<file path="config.mk">
export PLATFORM = sky130hd
export DESIGN_NAME = local_extremum_detector_core
export DESIGN_NICKNAME = d
export VERILOG_FILES = /design/src/sv/led_pkg.sv /design/src/sv/led_cell.sv /design/src/sv/led_accum.sv /design/src/sv/local_extremum_detector_core.sv
export SDC_FILE = /design/constraint.sdc
export NUM_CORES = 2
export LEC_CHECK = 0
export BUFFER_PORTS_ARGS = -buffer_cell sky130_fd_sc_hd__buf_2
export CAP_MARGIN = 10
export CORE_ASPECT_RATIO = 0.75
export CORE_MARGIN = 3
export CORE_UTILIZATION = 55
export CTS_CLUSTER_DIAMETER = 100
export DETAILED_ROUTE_END_ITERATION = 16
export GPL_TIMING_DRIVEN = 0
export HOLD_SLACK_MARGIN = 0.05
export PLACE_DENSITY = 0.71
export SLEW_MARGIN = 25
export SYNTH_ARGS = -nofsm -noshare
export SYNTH_HDL_FRONTEND = slang
export SYNTH_SLANG_ARGS = --single-unit
</file>
<file path="constraint.sdc">
create_clock -name clk -period 86.2 [get_ports clk]
set_clock_uncertainty 0.2 [all_clocks]
set_input_delay 12.93 -clock clk [delete_from_list [all_inputs] [get_ports clk]]
set_output_delay 12.93 -clock clk [all_outputs]
set_load 0.01 [all_outputs]
</file>
<file path="src/sv/led_pkg.sv">
// Package for the local extremum detector: sizes, register indexes,
// sample and job types, and the sequencer state type.
// No dependencies.
package led_pkg;

  localparam int MAX_ORDER   = 16;
  localparam int MAX_SAMPLES = 65536;
  localparam int SAMPLE_BITS = 16;
  localparam int CELLS       = 2 * MAX_ORDER;

  localparam int ORDER_W = 5;
  localparam int COUNT_W = 17;
  localparam int PHASE_W = 4;
  localparam int STEP_W  = 4;
  localparam int THR_W   = 17;
  localparam int INDEX_W = 16;
  localparam int DIFF_W  = SAMPLE_BITS + 1;
  localparam int ACC_W   = DIFF_W + 4;
  localparam int MAG_W   = ACC_W + 1;
  localparam int CFG_IDX_W  = 2;
  localparam int CFG_DATA_W = 17;

  localparam logic [CFG_IDX_W-1:0] REG_ORDER     = 2'd0;
  localparam logic [CFG_IDX_W-1:0] REG_MODE      = 2'd1;
  localparam logic [CFG_IDX_W-1:0] REG_THRESHOLD = 2'd2;

  typedef logic signed [SAMPLE_BITS-1:0] sample_t;
  typedef logic signed [DIFF_W-1:0]      diff_t;
  typedef logic signed [ACC_W-1:0]       acc_t;

  typedef struct packed {
    logic [ORDER_W-1:0] order;
    logic               find_max;
    logic [THR_W-1:0]   threshold;
    logic [INDEX_W-1:0] cand_index;
  } job_t;

  typedef enum logic [1:0] {
    ST_IDLE,
    ST_ACCUM,
    ST_DECIDE
  } seq_state_t;

endpackage

</file>
<file path="src/sv/led_cell.sv">
// One cell of the sample line: holds one sample, passes it to the next cell
// on a shift, and forms the difference from the candidate sample.
// Depends on led_pkg.
module led_cell (
  input  logic            clk,
  input  logic            shift,
  input  led_pkg::sample_t din,
  input  led_pkg::sample_t xc,
  output led_pkg::sample_t dout,
  output led_pkg::diff_t   diff
);

  led_pkg::sample_t sample_q;

  always_ff @(posedge clk) begin
    if (shift) begin
      sample_q <= din;
    end
  end

  assign dout = sample_q;
  assign diff = led_pkg::diff_t'(xc) - led_pkg::diff_t'(sample_q);

endmodule

</file>
<file path="src/sv/led_accum.sv">
// Test sequencer: walks the neighbor pairs of one candidate, accumulates the
// left and right sums, applies the threshold and holds the result register.
// Depends on led_pkg.
module led_accum (
  input  logic                          clk,
  input  logic                          rst,
  input  logic                          start,
  input  led_pkg::job_t                 job,
  input  led_pkg::sample_t              taps [led_pkg::CELLS],
  input  led_pkg::diff_t                diffs [led_pkg::CELLS],
  output led_pkg::sample_t              xc,
  output logic                          busy,
  output logic                          out_valid,
  input  logic                          out_ready,
  output logic [led_pkg::INDEX_W-1:0]   peak_index
);

  led_pkg::seq_state_t state, state_next;
  led_pkg::job_t job_q;
  logic [led_pkg::STEP_W-1:0] step;
  led_pkg::acc_t left, right;
  logic [led_pkg::MAG_W-1:0] thr_scaled;

  logic [led_pkg::ORDER_W-1:0] lsel, rsel;
  logic last_step;
  led_pkg::acc_t ls, rs;
  logic signed [led_pkg::MAG_W-1:0] gap;
  logic [led_pkg::MAG_W-1:0] mag;
  logic pass, slot_busy;

  assign xc = taps[job_q.order];
  assign lsel = job_q.order + led_pkg::ORDER_W'(step);
  assign rsel = job_q.order - led_pkg::ORDER_W'(step);
  assign last_step = (led_pkg::ORDER_W'(step) == job_q.order - 5'd1);

  assign ls = job_q.find_max ? -left : left;
  assign rs = job_q.find_max ? -right : right;
  assign gap = led_pkg::MAG_W'(ls) - led_pkg::MAG_W'(rs);
  assign mag = gap[led_pkg::MAG_W-1] ? led_pkg::MAG_W'(-gap) : led_pkg::MAG_W'(gap);
  assign pass = ls[led_pkg::ACC_W-1] && rs[led_pkg::ACC_W-1] && (mag > thr_scaled);
  assign slot_busy = out_valid && !out_ready;

  always_comb begin
    state_next = state;
    case (state)
      led_pkg::ST_IDLE: begin
        if (start) begin
          state_next = led_pkg::ST_ACCUM;
        end
      end
      led_pkg::ST_ACCUM: begin
        if (last_step) begin
          state_next = led_pkg::ST_DECIDE;
        end
      end
      led_pkg::ST_DECIDE: begin
        if (!(pass && slot_busy)) begin
          state_next = led_pkg::ST_IDLE;
        end
      end
      default: state_next = led_pkg::ST_IDLE;
    endcase
  end

  always_comb begin
    case (state)
      led_pkg::ST_IDLE: busy = 1'b0;
      default:          busy = 1'b1;
    endcase
  end

  always_ff @(posedge clk) begin
    if (rst) begin
      state     <= led_pkg::ST_IDLE;
      out_valid <= 1'b0;
    end else begin
      state <= state_next;
      if (state == led_pkg::ST_DECIDE && pass && !slot_busy) begin
        out_valid <= 1'b1;
      end else if (out_ready) begin
        out_valid <= 1'b0;
      end
    end
  end

  always_ff @(posedge clk) begin
    if (start) begin
      job_q <= job;
      step  <= '0;
      left  <= '0;
      right <= '0;
    end else if (state == led_pkg::ST_ACCUM) begin
      step       <= step + 4'd1;
      left       <= left + led_pkg::acc_t'(diffs[lsel]);
      right      <= right + led_pkg::acc_t'(diffs[rsel]);
      thr_scaled <= led_pkg::MAG_W'(job_q.threshold) * led_pkg::MAG_W'(job_q.order);
    end
    if (state == led_pkg::ST_DECIDE && pass && !slot_busy) begin
      peak_index <= job_q.cand_index;
    end
  end

`ifndef SYNTH
  a_start_idle: assert property (@(posedge clk) disable iff (rst)
    start |-> state == led_pkg::ST_IDLE)
    else $error("test started while sequencer busy");

  a_start_accum: assert property (@(posedge clk) disable iff (rst)
    start |=> state == led_pkg::ST_ACCUM)
    else $error("start did not enter accumulation");

  a_step_range: assert property (@(posedge clk) disable iff (rst)
    state == led_pkg::ST_ACCUM |-> led_pkg::ORDER_W'(step) < job_q.order)
    else $error("step counter ran past the order");

  a_decide_done: assert property (@(posedge clk) disable iff (rst)
    (state == led_pkg::ST_DECIDE && !slot_busy) |=> state == led_pkg::ST_IDLE)
    else $error("decision did not retire");
`endif

endmodule

</file>
<file path="src/sv/local_extremum_detector_core.sv">
// Local extremum detector top level: configuration registers, sample
// counter and stride phase, the line of sample cells and the test sequencer.
// Depends on led_pkg, led_cell and led_accum.
//
// Samples stream in one per cycle unless a test holds them; every order-th
// sample from index 2*order on tests the candidate order samples back. A
// sample that triggers a test holds the input while the sequencer is busy
// (accept, a step per neighbor pair, the decision); other samples pass on.
// A detected index sits in an output register, so input transfers continue
// while it waits; a further detection made while that register is still
// full holds in the decision state, and the input with it, until the
// waiting index transfers. No clearing pass is needed after reset.
module local_extremum_detector_core (
  input  logic                              clk,
  input  logic                              rst,
  input  logic                              cfg_valid,
  output logic                              cfg_ready,
  input  logic [led_pkg::CFG_IDX_W-1:0]     cfg_index,
  input  logic [led_pkg::CFG_DATA_W-1:0]    cfg_data,
  input  logic                              in_valid,
  output logic                              in_ready,
  input  logic signed [led_pkg::SAMPLE_BITS-1:0] sample,
  input  logic                              last,
  output logic                              out_valid,
  input  logic                              out_ready,
  output logic [led_pkg::INDEX_W-1:0]       peak_index
);

  logic [led_pkg::ORDER_W-1:0] window_order;
  logic                        extremum_mode;
  logic [led_pkg::THR_W-1:0]   threshold;
  logic [led_pkg::COUNT_W-1:0] sample_count;
  logic [led_pkg::PHASE_W-1:0] stride_phase;

  logic [led_pkg::ORDER_W-1:0] order_eff;
  logic [led_pkg::ORDER_W:0]   phase_inc;
  logic in_xfer, stored, start, busy;
  led_pkg::job_t job;
  led_pkg::sample_t xc;
  led_pkg::sample_t taps [led_pkg::CELLS];
  led_pkg::diff_t   diffs [led_pkg::CELLS];

  assign cfg_ready = 1'b1;
  assign in_ready  = !busy;
  assign in_xfer   = in_valid && in_ready;

  assign order_eff = (window_order == '0) ? 5'd1 :
                     (window_order > 5'(led_pkg::MAX_ORDER)) ? 5'(led_pkg::MAX_ORDER) :
                     window_order;
  assign stored    = (sample_count < led_pkg::COUNT_W'(led_pkg::MAX_SAMPLES));
  assign phase_inc = {1'b0, 5'(stride_phase) + 5'd1};
  assign start     = in_xfer && stored && (stride_phase == '0) &&
                     (sample_count >= led_pkg::COUNT_W'({order_eff, 1'b0}));

  assign job.order      = order_eff;
  assign job.find_max   = extremum_mode;
  assign job.threshold  = threshold;
  assign job.cand_index = sample_count[led_pkg::INDEX_W-1:0] -
                          led_pkg::INDEX_W'(order_eff);

  always_ff @(posedge clk) begin
    if (rst) begin
      window_order  <= 5'd1;
      extremum_mode <= 1'b0;
      threshold     <= '0;
    end else if (cfg_valid && cfg_ready) begin
      case (cfg_index)
        led_pkg::REG_ORDER:     window_order  <= cfg_data[led_pkg::ORDER_W-1:0];
        led_pkg::REG_MODE:      extremum_mode <= cfg_data[0];
        led_pkg::REG_THRESHOLD: threshold     <= cfg_data[led_pkg::THR_W-1:0];
        default: ;
      endcase
    end
  end

  always_ff @(posedge clk) begin
    if (rst) begin
      sample_count <= '0;
      stride_phase <= '0;
    end else if (in_xfer) begin
      if (last) begin
        sample_count <= '0;
        stride_phase <= '0;
      end else if (stored) begin
        sample_count <= sample_count + 17'd1;
        stride_phase <= (phase_inc >= 6'(order_eff)) ? '0 :
                        phase_inc[led_pkg::PHASE_W-1:0];
      end
    end
  end

  for (genvar i = 0; i < led_pkg::CELLS; i++) begin : g_cell
    if (i == 0) begin : g_head
      led_cell u_cell (
        .clk   (clk),
        .shift (in_xfer && stored),
        .din   (sample),
        .xc    (xc),
        .dout  (taps[i]),
        .diff  (diffs[i])
      );
    end else begin : g_body
      led_cell u_cell (
        .clk   (clk),
        .shift (in_xfer && stored),
        .din   (taps[i-1]),
        .xc    (xc),
        .dout  (taps[i]),
        .diff  (diffs[i])
      );
    end
  end

  led_accum u_accum (
    .clk        (clk),
    .rst        (rst),
    .start      (start),
    .job        (job),
    .taps       (taps),
    .diffs      (diffs),
    .xc         (xc),
    .busy       (busy),
    .out_valid  (out_valid),
    .out_ready  (out_ready),
    .peak_index (peak_index)
  );

endmodule
</file>
Word-level counts from Yosys, hierarchy flattened
Cells that the tools add are included.
{"block": "word_totals", "out_inout_bits": 19, "inputBits": 41, "ff_bits": 682}
{"block": "classes", "n_mul": 1, "n_reduce_logical": 24, "mux": 25, "n_eq_ne": 8, "order_cmp": 8, "n_bitwise": 4, "add_sub_neg": 45}
{"op": "16-bit by 16-bit subtractor with 17-bit output", "n": 32}
{"op": "17-bit binary-select mux with 5-bit select", "n": 2}
{"op": "17-bit two-way mux", "n": 6}
{"op": "16-bit binary-select mux with 5-bit select", "n": 1}
{"op": "21-bit by 17-bit adder with 21-bit output", "n": 2}
{"op": "21-bit two-way mux", "n": 2}
{"op": "21-bit negation", "n": 2}
{"op": "16-bit two-way mux", "n": 2}
{"op": "22-bit > comparator", "n": 1}
{"op": "17-bit by 5-bit multiplier with 22-bit output", "n": 1}
{"op": "22-bit two-way mux", "n": 1}
{"op": "22-bit negation", "n": 1}
{"op": "21-bit by 21-bit subtractor with 22-bit output", "n": 1}
{"op": "6-bit >= comparator (second input constant)", "n": 3}
{"op": "5-bit NOT with 6-bit output", "n": 3}
{"op": "17-bit by 1-bit adder with 17-bit output (second input constant)", "n": 1}
{"op": "17-bit by 6-bit >= comparator with 1-bit output", "n": 1}
{"op": "17-bit < comparator (second input constant)", "n": 1}
{"op": "16-bit by 5-bit subtractor with 16-bit output", "n": 1}
{"op": "4-bit two-way mux", "n": 3}
{"op": "1-bit logical AND", "n": 10}
{"op": "5-bit two-way mux", "n": 2}
{"op": "2-bit AND reduction", "n": 5}
{"op": "2-bit two-way mux", "n": 3}
{"op": "21 further kinds", "n": 28}

Logic depth before layout (Yosys ltp)
{"block": "logic_depth", "depth_word": 10, "mapped_depth": 33, "depth_no_buf": 32}

By module
A second synthesis with hierarchy kept.
{"block": "hier_totals", "hier_cells": 7552, "hier_area_um2": 72140.4}
{"module": "led_cell", "area_per_inst_um2": 1422.6, "n_inst": 32, "seq_area_each_um2": 480.5, "cells_per_inst": 159}
{"module": "led_accum", "area_per_inst_um2": 24011.8, "n_inst": 1, "seq_area_each_um2": 3293.2, "cells_per_inst": 2132}
{"module": "local_extremum_detector_core", "area_per_inst_um2": 2605.0, "n_inst": 1, "seq_area_each_um2": 880.8, "cells_per_inst": 332}

Worst setup path after synthesis
OpenSTA, ideal clock, no wires.
{"block": "synth_timing", "kind": "input to register", "startpoint": "in in_valid", "endpoint": "reg u_accum.job_q[0] (netlist bit), enable pin", "setup_ns": 0.418, "arrival_time_ns": 37.230, "cell_stages": 6, "setup_slack_ns": 48.352, "cell_sequence": "nand2_1 -> nor2_1 -> nand3_1 -> a41oi_1 -> clkbuf_1 -> buf_1"}
{"block": "synth_between", "elab_chain_cells": 4}
{"item": "start, declared", "line": "local_extremum_detector_core.sv:20", "rtl": "input logic in_valid,"}
{"item": "1-bit logical AND", "line": "local_extremum_detector_core.sv:45", "rtl": "assign in_xfer = in_valid && in_ready;"}
{"item": "1-bit logical AND"}
{"item": "via g_cell[0].g_head.u_cell.shift", "line": "led_cell.sv:6", "rtl": "input logic shift,"}
{"item": "1-bit logical AND (2 in series)", "line": "local_extremum_detector_core.sv:52", "rtl": "assign start = in_xfer && stored && (stride_phase == '0) &&"}
{"item": "via start", "line": "local_extremum_detector_core.sv:37", "rtl": "logic in_xfer, stored, start, busy;"}
{"item": "end signal, assigned", "line": "led_accum.sv:88", "rtl": "job_q <= job;"}
{"item": "end, declared", "line": "led_accum.sv:19", "rtl": "led_pkg::job_t job_q;"}
The timed path passes the listed nets, and every way through them passes these cells.
A chain may end at the register's enable or synchronous reset.

Worst setup path in the final report
{"block": "layout_timing", "startpoint": "in in_valid", "endpoint": "reg u_accum.job_q[9] (netlist bit), enable pin"}
Same word-level chain as after synthesis.

==> run summary <==
outcome: completed
most common cell after layout, fill and taps aside: inv_1
switching pwr: 1.41 mW
Post-synth EDFFs: 589
clock transition at the registers of the reported paths: 0.05 ns
Core ar.: 114,000 sq um
Net Sw Frac: 53.0%
yosys synthesis warning count: 0
vias in the first global route: 53,000
Post-Synthesis Cell Area: 63,300 sq um
fin crit period: 15.96 ns
Min Hold Slack: 0.221 ns
Hold-fix buffers, CTS: 0
Comb pwr share: 70.0%
Post-DP HPWL: 209 mm
DRC viols: 0
Routed WL: 263 mm
Chip Width: 398 um
max-slew violations: 0
Cell Rows: 107
Max Freq: 62.7 MHz
# resized after CTS: 0
crit path max fanout: 28
startpoint types: input pin
DR pass1 iterations: 6
Clk Latency, worst-skew pair: 0.73 ns
TritonCTS sink count: 682
Placed Area: 66,900 sq um
CP endpoint kind: register
first-pass GRT wire length: 368 mm
sequential power share: 16.5%
placed cell count: 8,213
Worst-Margin Slew: 1.29 ns
Finished Cell Area: 69,600 sq um
htree depth: 3
via count: 57,100
total negative setup slack: 0 ns
hold_sp: u_accum.job_q[4]
Power, Total: 2.66 mW
Unique masters post-synth: 85
Leak: 29.2 nW
CP startpoint: in_valid
RSZ-0062 raised after global routing: no
top_reg_cell synth: edfxtp_1
Final Cycle Share: 18.5%
Post-Syn Instances: 6,575
total CTS buffers: 79
share of post-route cells with drive strength above 1: 10.4%
utilization after layout: 61.1%
clk buf depth: 3
worst hold path class: reg2reg
DRT antenna net count: 0
Post-synth ARST share: 0%
CTS tree: done
GRT Overall Usage: 43.1%
non-filler cells, final: 8,369
DR vias/cell: 6.82
Max VDD drop: 0.0337 mV
Slew headroom: 13.5%
area grow syn2layout: 9.97%
fillers: 9,570
commonest cells after routing, fill and taps aside: 701 x inv_1, 657 x ha_1, 589 x edfxtp_1
synthesized area per cell: 9.63 sq um
I/O Buffers: 57
initial DRC count: 9,194
Die ar.: 119,000 sq um
Initial Utilization: 55.6%
I/O pins: 60
worst setup margin: 70.24 ns
P_int: 1.25 mW
worst path arrival time: 16.17 ns
CP Class: in2reg
initial antenna violation count: 15
postcts setup bufs: 0
register bit total from synthesis: 682
routed length per instance: 31.4 um
max cap viols: 0
endpoints failing setup: 0
GPL Wtd Cong: 1.09
Post-Place Worst Slack: 69.54 ns
Synth Net Count: 7,356
Die Ht: 300 um
GRT Residual Overflow: 0
Nets: 7,549
Clk pwr share: 13.4%
sequential fraction of the synthesis area: 30.9%
Required @ worst endpoint: 86.41 ns
largest net degree at the start of global routing: 41
Power Density: 38.2 nW/um^2
FF-to-FF Start: u_accum.job_q[34]
final hold viol count: 0
clk root buf: clkbuf_16
## cell usage after synthesis, drive strengths merged (13+ instances only)
cell / count / area share, %
o21bai: 54 / 0.64
a311oi: 24 / 0.33
a41oi: 17 / 0.24
nand4: 25 / 0.25
xnor2: 307 / 4.2
a21o: 117 / 1.4
xor2: 221 / 3.1
nor2b: 69 / 0.69
ha: 657 / 13
nor2: 439 / 2.6
a2111oi: 16 / 0.22
edfxtp: 589 / 28
dfxtp: 93 / 2.9
nand2: 511 / 3.0
o21a: 116 / 1.4
or2: 33 / 0.33
o211ai: 55 / 0.65
nand3b: 16 / 0.19
nor4: 27 / 0.27
clkbuf: 146 / 0.87
and3: 37 / 0.37
buf: 49 / 0.30
mux2: 22 / 0.39
mux4: 288 / 10
nand2b: 106 / 1.0
fa: 83 / 2.6
mux2i: 49 / 0.77
o2111ai: 13 / 0.18
o21ai: 394 / 3.1
o22ai: 27 / 0.27
o31a: 21 / 0.29
and2: 63 / 0.62
or3: 67 / 0.68
a211oi: 99 / 1.2
o31ai: 47 / 0.56
a211o: 22 / 0.30
a31oi: 57 / 0.59
inv: 702 / 4.2
o41ai: 20 / 0.30
a21oi: 481 / 3.8
nand3: 107 / 0.85
nor3: 141 / 1.1
## registers in the layout, indices dropped and copies added (netlist names), 4 cells and up
signal,cells
g_cell.g_body.u_cell.dout,496
threshold,17
u_accum.step,4
u_accum.right,21
u_accum.job_q,39
u_accum.left,21
g_cell.g_head.u_cell.dout,16
window_order,5
u_accum.peak_index,16
sample_count,17
u_accum.thr_scaled,22
stride_phase,4
## layer usage
| metal | GRT usage, % | wire length [um] | vias up |
|---|---|---|---|
| met5 | 0 | 80 | - |
| met4 | 18.9 | 13600 | 12 |
| met3 | 19.2 | 44100 | 589 |
| met2 | 57.8 | 102000 | 3940 |
| met1 | 59.7 | 103000 | 28000 |
| li1 | - | - | 24600 |
## critical path, cell delays in order
cell      delay (ns)
buf_2           0.09
nand2_1         0.11
nor2_4          0.57
nand3_1         0.17
a41oi_1         0.67
clkbuf_1        0.63
buf_2           0.65
buf_12          0.27
## final timing paths
kind	endpoint	slack (ns)	cells past startpoint
max	u_accum.job_q[9]	70.24	8
min	u_accum.peak_index[4]	0.22	0
max reg2reg	u_accum.right[19]	74.28	30
min reg2reg	u_accum.peak_index[4]	0.22	0
## logic make-up after synthesis
logic type / share of synthesized area (%)
muxes: 11.4
xor gates and xnor gates: 7.30
DFF: 30.9
and+or+nand+nor: 12.6
other: 0.00592
buffers and inverters: 5.34
AOI/OAI and AO/OA: 16.9
adders and majority gates: 15.6
## power groups by stage
stage               clock (mW)  sequential [mW]  combinational, mW
finish                   0.357            0.440               1.86
floorplan                    0            0.442               1.09
detailed placement           0            0.443               1.74
global route             0.370            0.443               1.93
global placement             0            0.466               1.69
CTS                      0.358            0.437               1.76
## layout make-up
| cell class | count | area (sq um) | area share (%) |
|---|---|---|---|
| multi-input cells | 4994 | 40500 | 58.1 |
| plain buffers | 195 | 853 | 1.23 |
| flip-flops and latches | 682 | 19500 | 28.1 |
| clock buffers | 97 | 2100 | 3.02 |
| inverters | 704 | 2640 | 3.79 |
| well taps | 1526 | 1910 | 2.74 |
| clock inverters | 50 | 554 | 0.796 |
| repair buffers | 112 | 1510 | 2.17 |
| diodes | 9 | 22.5 | 0.0323 |
No activity file was read; power rests on OpenSTA's default activity.
